**src/sv/srxc_pkg.sv**
```systemverilog
// Shared types, codes and sizes for the sentence receiver with XOR check.
// Depends on nothing; every other module file imports it.
package srxc_pkg;

  localparam int unsigned LINE_CAPACITY = 128;
  localparam int unsigned AddrW = $clog2(LINE_CAPACITY);
  localparam int unsigned PosW = $clog2(LINE_CAPACITY + 1);
  localparam int unsigned IndexW = 7;
  localparam int unsigned LenW = 7;
  localparam int unsigned IdxExtW = (AddrW > IndexW) ? AddrW : IndexW;
  localparam int unsigned PosExtW = (PosW > LenW) ? PosW : LenW;
  localparam int unsigned MinLineLen = 5;

  localparam logic [1:0] OP_FEED    = 2'd0;
  localparam logic [1:0] OP_READ    = 2'd1;
  localparam logic [1:0] OP_RELEASE = 2'd2;

  localparam logic [2:0] EV_NONE    = 3'd0;
  localparam logic [2:0] EV_READY   = 3'd1;
  localparam logic [2:0] EV_DROP    = 3'd2;
  localparam logic [2:0] EV_READ    = 3'd3;
  localparam logic [2:0] EV_IGNORED = 3'd4;

  localparam logic [7:0] CHAR_DOLLAR  = 8'h24;
  localparam logic [7:0] CHAR_NEWLINE = 8'h0A;
  localparam logic [7:0] CHAR_STAR    = 8'h2A;
  localparam logic [7:0] NIBBLE_MASK  = 8'h0F;

  typedef struct packed {
    logic [1:0]        operation;
    logic [7:0]        rx_byte;
    logic [IndexW-1:0] read_index;
  } srxc_in_t;

  typedef struct packed {
    logic [2:0]      event_res;
    logic [LenW-1:0] line_length;
    logic            checksum_ok;
    logic [7:0]      read_data;
  } srxc_out_t;

  typedef struct packed {
    logic             en;
    logic [AddrW-1:0] addr;
    logic [7:0]       data;
  } srxc_wr_t;

endpackage

```
**src/sv/srxc_line_ram.sv**
```systemverilog
// Line store: single write port, single registered read port.
// Depends on srxc_pkg for the depth and address width.
module srxc_line_ram (
  input  logic                     clk,
  input  srxc_pkg::srxc_wr_t       wr,
  input  logic                     rd_en,
  input  logic [srxc_pkg::AddrW-1:0] rd_addr,
  output logic [7:0]               rd_data
);
  import srxc_pkg::*;

  logic [7:0] mem [LINE_CAPACITY];

  always_ff @(posedge clk) begin
    if (wr.en) begin
      mem[wr.addr] <= wr.data;
    end
  end

  always_ff @(posedge clk) begin
    if (rd_en) begin
      rd_data <= mem[rd_addr];
    end
  end

endmodule

```
**src/sv/srxc_frame_ctrl.sv**
```systemverilog
// Framing state, checksum tracking and result formation for one item.
// Depends on srxc_pkg; drives the write port of the line store.
module srxc_frame_ctrl (
  input  logic                clk,
  input  logic                rst,
  input  logic                step,
  input  srxc_pkg::srxc_in_t  item,
  input  logic                in_range,
  input  logic [7:0]          stored_byte,
  output srxc_pkg::srxc_out_t res,
  output srxc_pkg::srxc_wr_t  wr
);
  import srxc_pkg::*;

  logic            in_frame, in_frame_next;
  logic            line_ready, line_ready_next;
  logic [PosW-1:0] write_position, write_position_next;
  logic [7:0]      running_xor, running_xor_next;
  logic            star_seen, star_seen_next;
  logic [1:0]      digits_after_star, digits_after_star_next;
  logic [7:0]      received_sum, received_sum_next;
  logic            digit_bad, digit_bad_next;

  logic [PosExtW-1:0] pos_ext;
  logic [4:0]         hex_val;

  // Bit 4 set means the byte is not a hex digit.
  function automatic logic [4:0] hex_value(input logic [7:0] c);
    logic [4:0] v;
    v = 5'h10;
    if (c inside {[8'h30:8'h39]}) begin
      v = 5'(c - 8'h30);
    end else if (c inside {[8'h41:8'h46]}) begin
      v = 5'(c - 8'h37);
    end else if (c inside {[8'h61:8'h66]}) begin
      v = 5'(c - 8'h57);
    end
    return v;
  endfunction

  assign pos_ext = PosExtW'(write_position);
  assign hex_val = hex_value(item.rx_byte);

  always_comb begin
    in_frame_next          = in_frame;
    line_ready_next        = line_ready;
    write_position_next    = write_position;
    running_xor_next       = running_xor;
    star_seen_next         = star_seen;
    digits_after_star_next = digits_after_star;
    received_sum_next      = received_sum;
    digit_bad_next         = digit_bad;
    res = '0;
    wr  = '0;
    case (item.operation)
      OP_FEED: begin
        if (line_ready) begin
          res.event_res = EV_IGNORED;
        end else if (item.rx_byte == CHAR_DOLLAR) begin
          in_frame_next          = 1'b1;
          wr.en                  = step;
          wr.addr                = '0;
          wr.data                = CHAR_DOLLAR;
          write_position_next    = PosW'(1);
          running_xor_next       = '0;
          star_seen_next         = 1'b0;
          digits_after_star_next = '0;
          received_sum_next      = '0;
          digit_bad_next         = 1'b0;
        end else if (!in_frame) begin
          res.event_res = EV_NONE;
        end else if (item.rx_byte == CHAR_NEWLINE) begin
          if (write_position < PosW'(LINE_CAPACITY)) begin
            line_ready_next   = 1'b1;
            res.event_res     = EV_READY;
            res.line_length   = pos_ext[LenW-1:0];
            res.checksum_ok   = (write_position >= PosW'(MinLineLen)) && star_seen &&
                                (digits_after_star == 2'd2) && !digit_bad &&
                                (received_sum == running_xor);
          end else begin
            write_position_next = '0;
            in_frame_next       = 1'b0;
            res.event_res       = EV_DROP;
          end
        end else if (write_position >= PosW'(LINE_CAPACITY)) begin
          write_position_next = '0;
          in_frame_next       = 1'b0;
          res.event_res       = EV_DROP;
        end else begin
          wr.en               = step;
          wr.addr             = write_position[AddrW-1:0];
          wr.data             = item.rx_byte;
          write_position_next = write_position + PosW'(1);
          if (!star_seen) begin
            if (item.rx_byte == CHAR_STAR) begin
              star_seen_next = 1'b1;
            end else begin
              running_xor_next = running_xor ^ item.rx_byte;
            end
          end else if (digits_after_star != 2'd2) begin
            // A bad digit counts as zero but poisons the verdict.
            digit_bad_next         = digit_bad | hex_val[4];
            received_sum_next      = {received_sum[3:0],
                                      hex_val[4] ? 4'h0 : hex_val[3:0]};
            digits_after_star_next = digits_after_star + 2'd1;
          end
        end
      end
      OP_READ: begin
        res.event_res = EV_READ;
        res.read_data = in_range ? stored_byte : 8'h00;
      end
      OP_RELEASE: begin
        if (line_ready) begin
          line_ready_next     = 1'b0;
          in_frame_next       = 1'b0;
          write_position_next = '0;
        end
      end
      default: begin
        res.event_res = EV_NONE;
      end
    endcase
  end

  always_ff @(posedge clk) begin
    if (rst) begin
      in_frame          <= 1'b0;
      line_ready        <= 1'b0;
      write_position    <= '0;
      running_xor       <= '0;
      star_seen         <= 1'b0;
      digits_after_star <= '0;
      received_sum      <= '0;
      digit_bad         <= 1'b0;
    end else if (step) begin
      in_frame          <= in_frame_next;
      line_ready        <= line_ready_next;
      write_position    <= write_position_next;
      running_xor       <= running_xor_next;
      star_seen         <= star_seen_next;
      digits_after_star <= digits_after_star_next;
      received_sum      <= received_sum_next;
      digit_bad         <= digit_bad_next;
    end
  end

endmodule

```
**src/sv/sentence_receiver_xor_check.sv**
```systemverilog
// Throughput, while results are not stalled: one item per cycle; the store's registered read
// is issued as the item is taken. Items pass the input register, then the result register.
// A store write from the item ahead is forwarded to a read that is taken at the same edge.
// Reset (rst, synchronous, active high) empties both stages and clears framing and checksum
// state; the line store itself keeps its contents and needs no clearing pass.
module sentence_receiver_xor_check (
  input  logic                clk,
  input  logic                rst,
  input  logic                item_valid,
  output logic                item_stall,
  input  srxc_pkg::srxc_in_t  item,
  output logic                result_valid,
  input  logic                result_stall,
  output srxc_pkg::srxc_out_t result
);
  import srxc_pkg::*;

  logic               accept, out_free, step;
  logic               s1_valid;
  srxc_in_t           s1_item;
  logic               s1_in_range;
  logic [IdxExtW-1:0] idx_ext;
  logic [AddrW-1:0]   rd_addr;
  logic [7:0]         ram_rd_data;
  logic               fwd_hit;
  logic [7:0]         fwd_data;
  logic [7:0]         stored_byte;
  srxc_out_t          ctrl_res;
  srxc_wr_t           wr;

  assign out_free   = !result_valid || !result_stall;
  assign item_stall = s1_valid && !out_free;
  assign accept     = item_valid && !item_stall;
  assign step       = s1_valid && out_free;

  assign idx_ext     = IdxExtW'(item.read_index);
  assign rd_addr     = idx_ext[AddrW-1:0];
  assign stored_byte = fwd_hit ? fwd_data : ram_rd_data;

  srxc_line_ram u_ram (
    .clk     (clk),
    .wr      (wr),
    .rd_en   (accept),
    .rd_addr (rd_addr),
    .rd_data (ram_rd_data)
  );

  srxc_frame_ctrl u_ctrl (
    .clk         (clk),
    .rst         (rst),
    .step        (step),
    .item        (s1_item),
    .in_range    (s1_in_range),
    .stored_byte (stored_byte),
    .res         (ctrl_res),
    .wr          (wr)
  );

  always_ff @(posedge clk) begin
    if (rst) begin
      s1_valid <= 1'b0;
    end else if (accept) begin
      s1_valid <= 1'b1;
    end else if (out_free) begin
      s1_valid <= 1'b0;
    end
  end

  // The store read sees old data when the item ahead writes the same entry at this edge.
  always_ff @(posedge clk) begin
    if (accept) begin
      s1_item     <= item;
      s1_in_range <= (IdxExtW+1)'(idx_ext) < (IdxExtW+1)'(LINE_CAPACITY);
      fwd_hit     <= wr.en && (wr.addr == rd_addr);
      fwd_data    <= wr.data;
    end
  end

  always_ff @(posedge clk) begin
    if (rst) begin
      result_valid <= 1'b0;
    end else if (out_free) begin
      result_valid <= s1_valid;
    end
  end

  always_ff @(posedge clk) begin
    if (step) begin
      result <= ctrl_res;
    end
  end

endmodule

```
**config.mk**
```make
export PLATFORM = sky130hd
export DESIGN_NAME = sentence_receiver_xor_check
export DESIGN_NICKNAME = d
export VERILOG_FILES = /design/src/sv/srxc_pkg.sv /design/src/sv/srxc_line_ram.sv /design/src/sv/srxc_frame_ctrl.sv /design/src/sv/sentence_receiver_xor_check.sv
export SDC_FILE = /design/constraint.sdc
export NUM_CORES = 1
export LEC_CHECK = 0
export BUFFER_PORTS_ARGS = -buffer_cell sky130_fd_sc_hd__buf_4
export CAP_MARGIN = 30
export CELL_PAD_IN_SITES_DETAIL_PLACEMENT = 1
export CELL_PAD_IN_SITES_GLOBAL_PLACEMENT = 1
export CORE_ASPECT_RATIO = 2
export CORE_MARGIN = 1.5
export CORE_UTILIZATION = 48
export DETAILED_ROUTE_END_ITERATION = 8
export PLACE_DENSITY_LB_ADDON = 0.15
export SLEW_MARGIN = 25
export SYNTH_ARGS = -nofsm -noshare
export SYNTH_HDL_FRONTEND = slang
export SYNTH_SLANG_ARGS = --single-unit
```
**constraint.sdc**
```tcl
create_clock -name clk -period 5.45 [get_ports clk]
set_input_delay 1.635 -clock clk [delete_from_list [all_inputs] [get_ports clk]]
set_output_delay 1.635 -clock clk [all_outputs]
set_load 0.01 [all_outputs]
```
==> impl_metrics.env, run 1 <==
export IMPL_outcome="complete, no violations"
export IMPL_whs_path_depth=2
export IMPL_asyncSetResetFlopFracSynth_pct=0
export IMPL_detailedRoute_firstPassIterationCount=7
export IMPL_power_density_nw_per_um2=335.9
export IMPL_final_hold_vios=0
export IMPL_post_placement_cell_count=3537
export IMPL_setup_tns_ns=0
export IMPL_vdd_ir_drop_max_mv=0.2245
export IMPL_effective_utilization_at_floorplan_pct=48.48
export IMPL_floorplan_die_height_um=428.0
export IMPL_postPlaceCellArea_um2=45450
export IMPL_worstPathRequired_ns=5.77
export IMPL_cts_made_buffers=94
export IMPL_synth_enable_flop_cells=1070
export IMPL_hold_worst_slack_ns=0.4726
export IMPL_gp_congestion=0.8741
export IMPL_cell_leakage_power_nw=17.69
export IMPL_worst_setup_path_start_kind="flip-flop"
export IMPL_antenna_violations_before_repair=2
export IMPL_tritoncts_clock_tree="yes"
export IMPL_coreArea_um2=89400
export IMPL_final_nets=2489
export IMPL_place_hpwl_um=79980
export IMPL_clk_pin_slew_worst_paths_ns=0.07
export IMPL_post_syn_area_um2=43340
export IMPL_report_final_setup_viol=0
export IMPL_tightestPinTransition_ns=1.015
export IMPL_synth_sequential_area_ratio_pct=75.61
export IMPL_post_synth_inst_count=2383
export IMPL_count_of_buffers_added_by_post_cts_timing_repair_for_setup=0
export IMPL_num_rows=155
export IMPL_cp_class="flip-flop to flip-flop"
export IMPL_synthToLayoutAreaGrowth_pct=11.77
export IMPL_numClockSinks=1102
export IMPL_synthesis_nets=2413
export IMPL_track_usage_pct=26.45
export IMPL_routed_wl_um=120500
export IMPL_minimum_setup_slack_among_reg_to_reg_paths_ns=1.33
export IMPL_detail_route_wl_per_cell_um=32.47
export IMPL_slew_violations=0
export IMPL_final_period_minus_worst_setup_slack_ns=4.124
export IMPL_stdcell_count=3712
export IMPL_grt_start_max_net_pins=130
export IMPL_clk_insertion_delay_late_ns=0.70
export IMPL_synth_ff_latch_count=1102
export IMPL_leading_cell_types_in_the_layout_fill_and_taps_excluded="sky130_fd_sc_hd__edfxtp_1, sky130_fd_sc_hd__nor2_1, sky130_fd_sc_hd__mux4_2"
export IMPL_finalInstanceArea_um2=48440
export IMPL_buffer_levels_on_the_longest_clock_path=3
export IMPL_grt_pass1_vias=24450
export IMPL_mostFrequentLayoutCell="sky130_fd_sc_hd__edfxtp_1"
export IMPL_fmax_mhz=242.5
export IMPL_place_port_buffers=41
export IMPL_grt_pass1_wl_um=173700
export IMPL_gr_total_overflow=0
export IMPL_h_tree_depth=3
export IMPL_fp_dieW_um=215.5
export IMPL_area_of_the_die_um2=92220
export IMPL_worst_path_max_fanout=13
export IMPL_worst_r2r_path_depth=9
export IMPL_worstHoldPathType="flip-flop to flip-flop"
export IMPL_finClkSkew_ns=0.02762
export IMPL_ys_flop_type="sky130_fd_sc_hd__edfxtp_1"
export IMPL_avgViaCountPerCell=6.130
export IMPL_grt_setup_unrepaired="no"
export IMPL_synth_yosys_warnings=0
export IMPL_antenna_violating_nets_post_route=0
export IMPL_drt_first_iter_violations=1905
export IMPL_num_io_pins=42
export IMPL_post_synth_cell_area_avg_um2=18.19
export IMPL_cp_arrival_ns=4.45
export IMPL_timing_slew_headroom_pct=31.69
export IMPL_final_core_utilization_pct=54.19
export IMPL_yosysUniqueCellTypes=66
export IMPL_post_route_cells_drive_above_1_share_pct=23.09
export IMPL_drc_violations_left=0
export IMPL_route_vias_total=22760
export IMPL_hold_buffers=0
export IMPL_cts_repair_resize_count=0
export IMPL_finalCritPeriodShare_pct=75.67
export IMPL_cap_viol_max_count=0
export IMPL_cell_at_the_root_of_the_clock_tree="sky130_fd_sc_hd__clkbuf_16"
export IMPL_cp_end_kind="flip-flop"
## metrics by stage
step | power [mW] | setup WS, ns
after detailed placement | 9.897 | 0.7254
final | 16.27 | 1.326
after global placement | 9.888 | 0.6896
after floorplan | 9.663 | 0.2275
after CTS | 16.38 | 1.236
after global routing | 16.65 | 1.176
## final cells by class
class,count,area [um2]
Fill cell,7928,40960
Sequential cell,1102,32770
Multi-Input combinational cell,1114,9982
Clock buffer,115,2495
Tap cell,1177,1473
Timing Repair Buffer,129,1204
Clock inverter,56,449.2
Inverter,18,67.56
Antenna cell,1,2.502
## layer usage
layer | global-route usage, % | vias up | wire length [um]
met5 | 0 | - | 0
met4 | 13.45 | 0 | 6485
met3 | 3.401 | 233 | 4512
met2 | 49.53 | 663 | 67260
met1 | 29.02 | 12080 | 42260
li1 | - | 9782 | -
## where the power goes
| part | leakage (nW) | total, mW | switching [mW] | internal (mW) |
|---|---|---|---|---|
| Sequential | 12.4 | 9.21 | 0.0383 | 9.17 |
| Clock | 1.44 | 6.56 | 3.02 | 3.54 |
| Combinational | 3.82 | 0.500 | 0.318 | 0.182 |
## cells by family after synthesis
kind of cell | synth area share, %
AOI/OAI and AO/OA | 4.295
xor gates and xnor gates | 0.3031
adders and majority gates | 0.2598
buffers and inverters | 1.570
DFF | 75.61
muxes | 11.80
and+or+nand+nor | 6.163
## cells in the mapped netlist (10+ instances only)
cell / number / area share, %
sky130_fd_sc_hd__o22ai_1: 131 / 1.9
sky130_fd_sc_hd__a21oi_1: 15 / 0.17
sky130_fd_sc_hd__inv_1: 17 / 0.15
sky130_fd_sc_hd__nand4_1: 18 / 0.26
sky130_fd_sc_hd__nand3_1: 22 / 0.25
sky130_fd_sc_hd__mux4_2: 160 / 8.3
sky130_fd_sc_hd__edfxtp_1: 1070 / 74
sky130_fd_sc_hd__buf_1: 13 / 0.11
sky130_fd_sc_hd__nor2b_1: 72 / 1.0
sky130_fd_sc_hd__buf_2: 28 / 0.32
sky130_fd_sc_hd__nor2_1: 183 / 1.6
sky130_fd_sc_hd__xnor2_1: 12 / 0.24
sky130_fd_sc_hd__mux2_2: 127 / 3.3
sky130_fd_sc_hd__or3_1: 17 / 0.25
sky130_fd_sc_hd__a211oi_1: 72 / 1.2
sky130_fd_sc_hd__nor4_1: 69 / 1.0
sky130_fd_sc_hd__nor2_2: 10 / 0.14
sky130_fd_sc_hd__clkbuf_1: 105 / 0.91
sky130_fd_sc_hd__dfxtp_1: 32 / 1.5
sky130_fd_sc_hd__o21ai_0: 18 / 0.21
sky130_fd_sc_hd__nand2_1: 65 / 0.56
sky130_fd_sc_hd__nor3_1: 16 / 0.18
## worst max-delay path, cell delays in order (launching register included)
cell                       delay, ns
sky130_fd_sc_hd__edfxtp_1       0.47
sky130_fd_sc_hd__inv_1          0.23
sky130_fd_sc_hd__ha_1           0.26
sky130_fd_sc_hd__nand3b_1       0.14
sky130_fd_sc_hd__nor4_2         0.05
sky130_fd_sc_hd__buf_4          0.21
sky130_fd_sc_hd__or4_1          0.66
sky130_fd_sc_hd__or3_1          0.67
sky130_fd_sc_hd__buf_4          0.33
sky130_fd_sc_hd__nor2_1         0.71
## state kept, by name (all words and copies together) (netlist names)
signal	flops
u_ram.mem	1024
result	19
s1_item	10
fwd_data	8
u_ctrl.pos_ext	8
u_ctrl.received_sum	8
u_ctrl.running_xor	8
u_ram.rd_data	8
u_ctrl.digits_after_star	2
fwd_hit	1
result_valid	1
s1_valid	1
u_ctrl.digit_bad	1
u_ctrl.in_frame	1
u_ctrl.line_ready	1
u_ctrl.star_seen	1
## final timing paths
check,start,end
max reg2reg,s1_item[7]$_DFFE_PP_,u_ram.mem[103][3]$_DFFE_PP_
min reg2reg,u_ctrl.received_sum[5]$_SDFFE_PP0P_,u_ctrl.received_sum[5]$_SDFFE_PP0P_
max,s1_item[7]$_DFFE_PP_,u_ram.mem[103][3]$_DFFE_PP_
min,u_ctrl.received_sum[5]$_SDFFE_PP0P_,u_ctrl.received_sum[5]$_SDFFE_PP0P_
Power figures use the tool's default switching activity.
==> run 2: changes to the inputs <==
Settings changed: ABC_AREA from default to 1.
Clock period 5.45 ns to 3.95 ns, I/O delays scaled along.
==> run 2 against run 1 <==
  * Setup slack worse by 0.94 ns
  * Combinational power rose to 2.7 times the previous value
  * Maximum frequency up 16%
  * Die area is 4.5% higher
  * Non-clock buffer count is 145 higher
  * Count of clock-buffer cells in the layout shrank 11
  * Power up 45%
  * Core utilization increased by 0.97 points
  * Synthesized area is 4.6% higher
  * Sequential power grew 38%
  * Critical path depth is 1 higher
  * Clock power is 47% higher
  * Critical path type unchanged
==> impl_metrics.env, run 2 <==
export IMPL_outcome="complete, no violations"
export IMPL_n_fill_cell=9653
export IMPL_hold_buffers=0
export IMPL_track_usage_pct=30.15
export IMPL_final_core_utilization_pct=55.15
export IMPL_synth_sequential_area_ratio_pct=72.30
export IMPL_worst_setup_path_start_kind="flip-flop"
export IMPL_synth_yosys_warnings=0
export IMPL_cell_leakage_power_nw=18.63
export IMPL_gp_congestion=0.9176
export IMPL_post_route_cells_drive_above_1_share_pct=11.34
export IMPL_cp_class="flip-flop to flip-flop"
export IMPL_h_tree_depth=3
export IMPL_synth_ff_latch_count=1102
export IMPL_leading_cell_types_in_the_layout_fill_and_taps_excluded="sky130_fd_sc_hd__nand2_1, sky130_fd_sc_hd__edfxtp_1, sky130_fd_sc_hd__nand3_1"
export IMPL_num_rows=159
export IMPL_clk_pin_slew_worst_paths_ns=0.07
export IMPL_asyncSetResetFlopFracSynth_pct=0
export IMPL_cp_end_kind="flip-flop"
export IMPL_grt_setup_unrepaired="no"
export IMPL_largest_register_ffs=1024
export IMPL_synth_area_top_cells="sky130_fd_sc_hd__edfxtp_1, sky130_fd_sc_hd__nand2_1, sky130_fd_sc_hd__nand3_1"
export IMPL_cell_at_the_root_of_the_clock_tree="sky130_fd_sc_hd__clkbuf_16"
export IMPL_fmax_mhz=280.6
export IMPL_clk_insertion_delay_late_ns=0.72
export IMPL_finClkSkew_ns=0.03191
export IMPL_cts_made_buffers=93
export IMPL_drt_first_iter_violations=2423
export IMPL_layout_top_registers="u_ram.mem: 1024 flops, result: 19 flops, s1_item: 10 flops"
export IMPL_numClockSinks=1102
export IMPL_final_nets=4139
export IMPL_fp_dieW_um=220.3
export IMPL_top_signal_layer_used="met5"
export IMPL_worstPathRequired_ns=4.37
export IMPL_slew_violations=0
export IMPL_wl_met1_um=48960
export IMPL_effective_utilization_at_floorplan_pct=48.37
export IMPL_vdd_ir_drop_max_mv=0.6370
export IMPL_num_io_pins=42
export IMPL_final_hold_vios=0
export IMPL_floorplan_die_height_um=437.6
export IMPL_report_final_setup_viol=0
export IMPL_gr_total_overflow=0
export IMPL_grt_pass1_vias=33790
export IMPL_routed_wl_um=142200
export IMPL_drc_violations_left=0
export IMPL_route_vias_total=31420
export IMPL_tightestPinTransition_ns=0.9510
export IMPL_stdcell_count=5388
export IMPL_postPlaceCellArea_um2=48550
export IMPL_synth_enable_flop_cells=1070
export IMPL_detail_route_wl_per_cell_um=26.40
export IMPL_place_port_buffers=41
export IMPL_buffer_levels_on_the_longest_clock_path=3
export IMPL_yosysUniqueCellTypes=42
export IMPL_count_of_buffers_added_by_post_cts_timing_repair_for_setup=0
export IMPL_tritoncts_clock_tree="yes"
export IMPL_mostFrequentLayoutCell="sky130_fd_sc_hd__nand2_1"
export IMPL_dp_slack_ns=0.3032
export IMPL_yosys_area_top_type_share_pct=70.89
export IMPL_antenna_violations_before_repair=3
export IMPL_grt_start_max_net_pins=150
export IMPL_grt_pass1_wl_um=210700
export IMPL_cap_viol_max_count=0
export IMPL_worst_path_max_fanout=13
export IMPL_synthesis_nets=4007
export IMPL_dr_wl_met3_um=5173
export IMPL_worstHoldPathType="flip-flop to flip-flop"
export IMPL_post_syn_area_um2=45320
export IMPL_avgViaCountPerCell=5.832
export IMPL_post_synth_cell_area_avg_um2=11.40
export IMPL_final_period_minus_worst_setup_slack_ns=3.564
export IMPL_detailedRoute_firstPassIterationCount=5
export IMPL_post_synth_top_count_cell="sky130_fd_sc_hd__nand2_1"
export IMPL_place_hpwl_um=89490
export IMPL_largest_register="u_ram.mem"
export IMPL_area_of_the_die_um2=96390
export IMPL_post_synth_inst_count=3977
export IMPL_timing_slew_headroom_pct=36.39
export IMPL_coreArea_um2=93700
export IMPL_synthToLayoutAreaGrowth_pct=14.02
export IMPL_finalWorstSetupSlack_ns=0.3862
export IMPL_finalInstanceArea_um2=51680
export IMPL_antenna_violating_nets_post_route=0
export IMPL_cp_arrival_ns=3.98
export IMPL_routed_wl_met2_um=78090
export IMPL_ys_flop_type="sky130_fd_sc_hd__edfxtp_1"
export IMPL_power_density_nw_per_um2=458.0
export IMPL_finalCritPeriodShare_pct=90.22
export IMPL_post_placement_cell_count=5221
export IMPL_post_synth_most_frequent_cells="sky130_fd_sc_hd__nand2_1, sky130_fd_sc_hd__edfxtp_1, sky130_fd_sc_hd__nand3_1"
export IMPL_netlist_top_cell_by_area="sky130_fd_sc_hd__edfxtp_1"
export IMPL_cts_repair_resize_count=0
==> run 2: through the flow <==
step	hold WS [ns]	setup TNS (ns)	power [mW]
floorplan	0.4411	-519.22	13.70
global placement	0.4536	0	14.25
detailed placement	0.4617	0	14.27
CTS	0.4772	0	23.80
global route	0.4962	0	24.24
finish	0.4712	0	23.67
==> run 2: kinds of logic after synthesis <==
group | synth area share, %
flip-flops | 72.30
buffers and inverters | 2.609
AO/OA/AOI/OAI | 0.6653
adder cells (fa/ha/maj) | 0.2485
AND/OR/NAND/NOR | 23.92
XOR/XNOR | 0.2512
==> run 2: final cells by class <==
| type | count | area (um2) | area share (%) |
|---|---|---|---|
| Sequential cell | 1102 | 32770 | 63.41 |
| Multi-Input combinational cell | 2577 | 11460 | 22.17 |
| Timing Repair Buffer | 274 | 2559 | 4.951 |
| Clock buffer | 104 | 2421 | 4.685 |
| Tap cell | 1207 | 1510 | 2.922 |
| Clock inverter | 61 | 705.7 | 1.365 |
| Inverter | 61 | 250.2 | 0.4842 |
| Antenna cell | 2 | 5.005 | 0.009684 |
==> run 2: layer usage <==
metal  global-route usage (%)  vias up
met3                    3.507      383
met4                    20.07        2
met2                    55.28      881
li1                         -    14170
met5                        0        -
met1                    31.87    15990
==> run 2: worst paths after layout <==
kind | from | endpoint | slack, ns | depth (start not counted)
hold / removal | u_ctrl.digits_after_star[0]$_SDFFE_PP0P_ | u_ctrl.digits_after_star[0]$_SDFFE_PP0P_ | 0.47 | 2
setup reg to reg | s1_item[7]$_DFFE_PP_ | u_ram.mem[119][7]$_DFFE_PP_ | 0.39 | 10
hold reg to reg | u_ctrl.digits_after_star[0]$_SDFFE_PP0P_ | u_ctrl.digits_after_star[0]$_SDFFE_PP0P_ | 0.47 | 2
setup / recovery | s1_item[7]$_DFFE_PP_ | u_ram.mem[119][7]$_DFFE_PP_ | 0.39 | 10
==> run 2: worst max-delay path, stage by stage, from the launching register on <==
cell                       delay [ns]
sky130_fd_sc_hd__edfxtp_1        0.53
sky130_fd_sc_hd__inv_1           0.21
sky130_fd_sc_hd__ha_1            0.27
sky130_fd_sc_hd__nand3_2         0.13
sky130_fd_sc_hd__nor2_4          0.09
sky130_fd_sc_hd__inv_2           0.27
sky130_fd_sc_hd__nand3_2         0.18
sky130_fd_sc_hd__nor2_2          0.57
sky130_fd_sc_hd__nand2_1         0.43
sky130_fd_sc_hd__nor2_1          0.33
sky130_fd_sc_hd__buf_4           0.24
==> run 2: power by group <==
group / switching (mW) / internal (mW) / total (mW)
logic: 0.951 / 0.378 / 1.33
registers: 0.0395 / 12.7 / 12.7
clock network: 4.25 / 5.40 / 9.65
total: 5.24 / 18.4 / 23.7
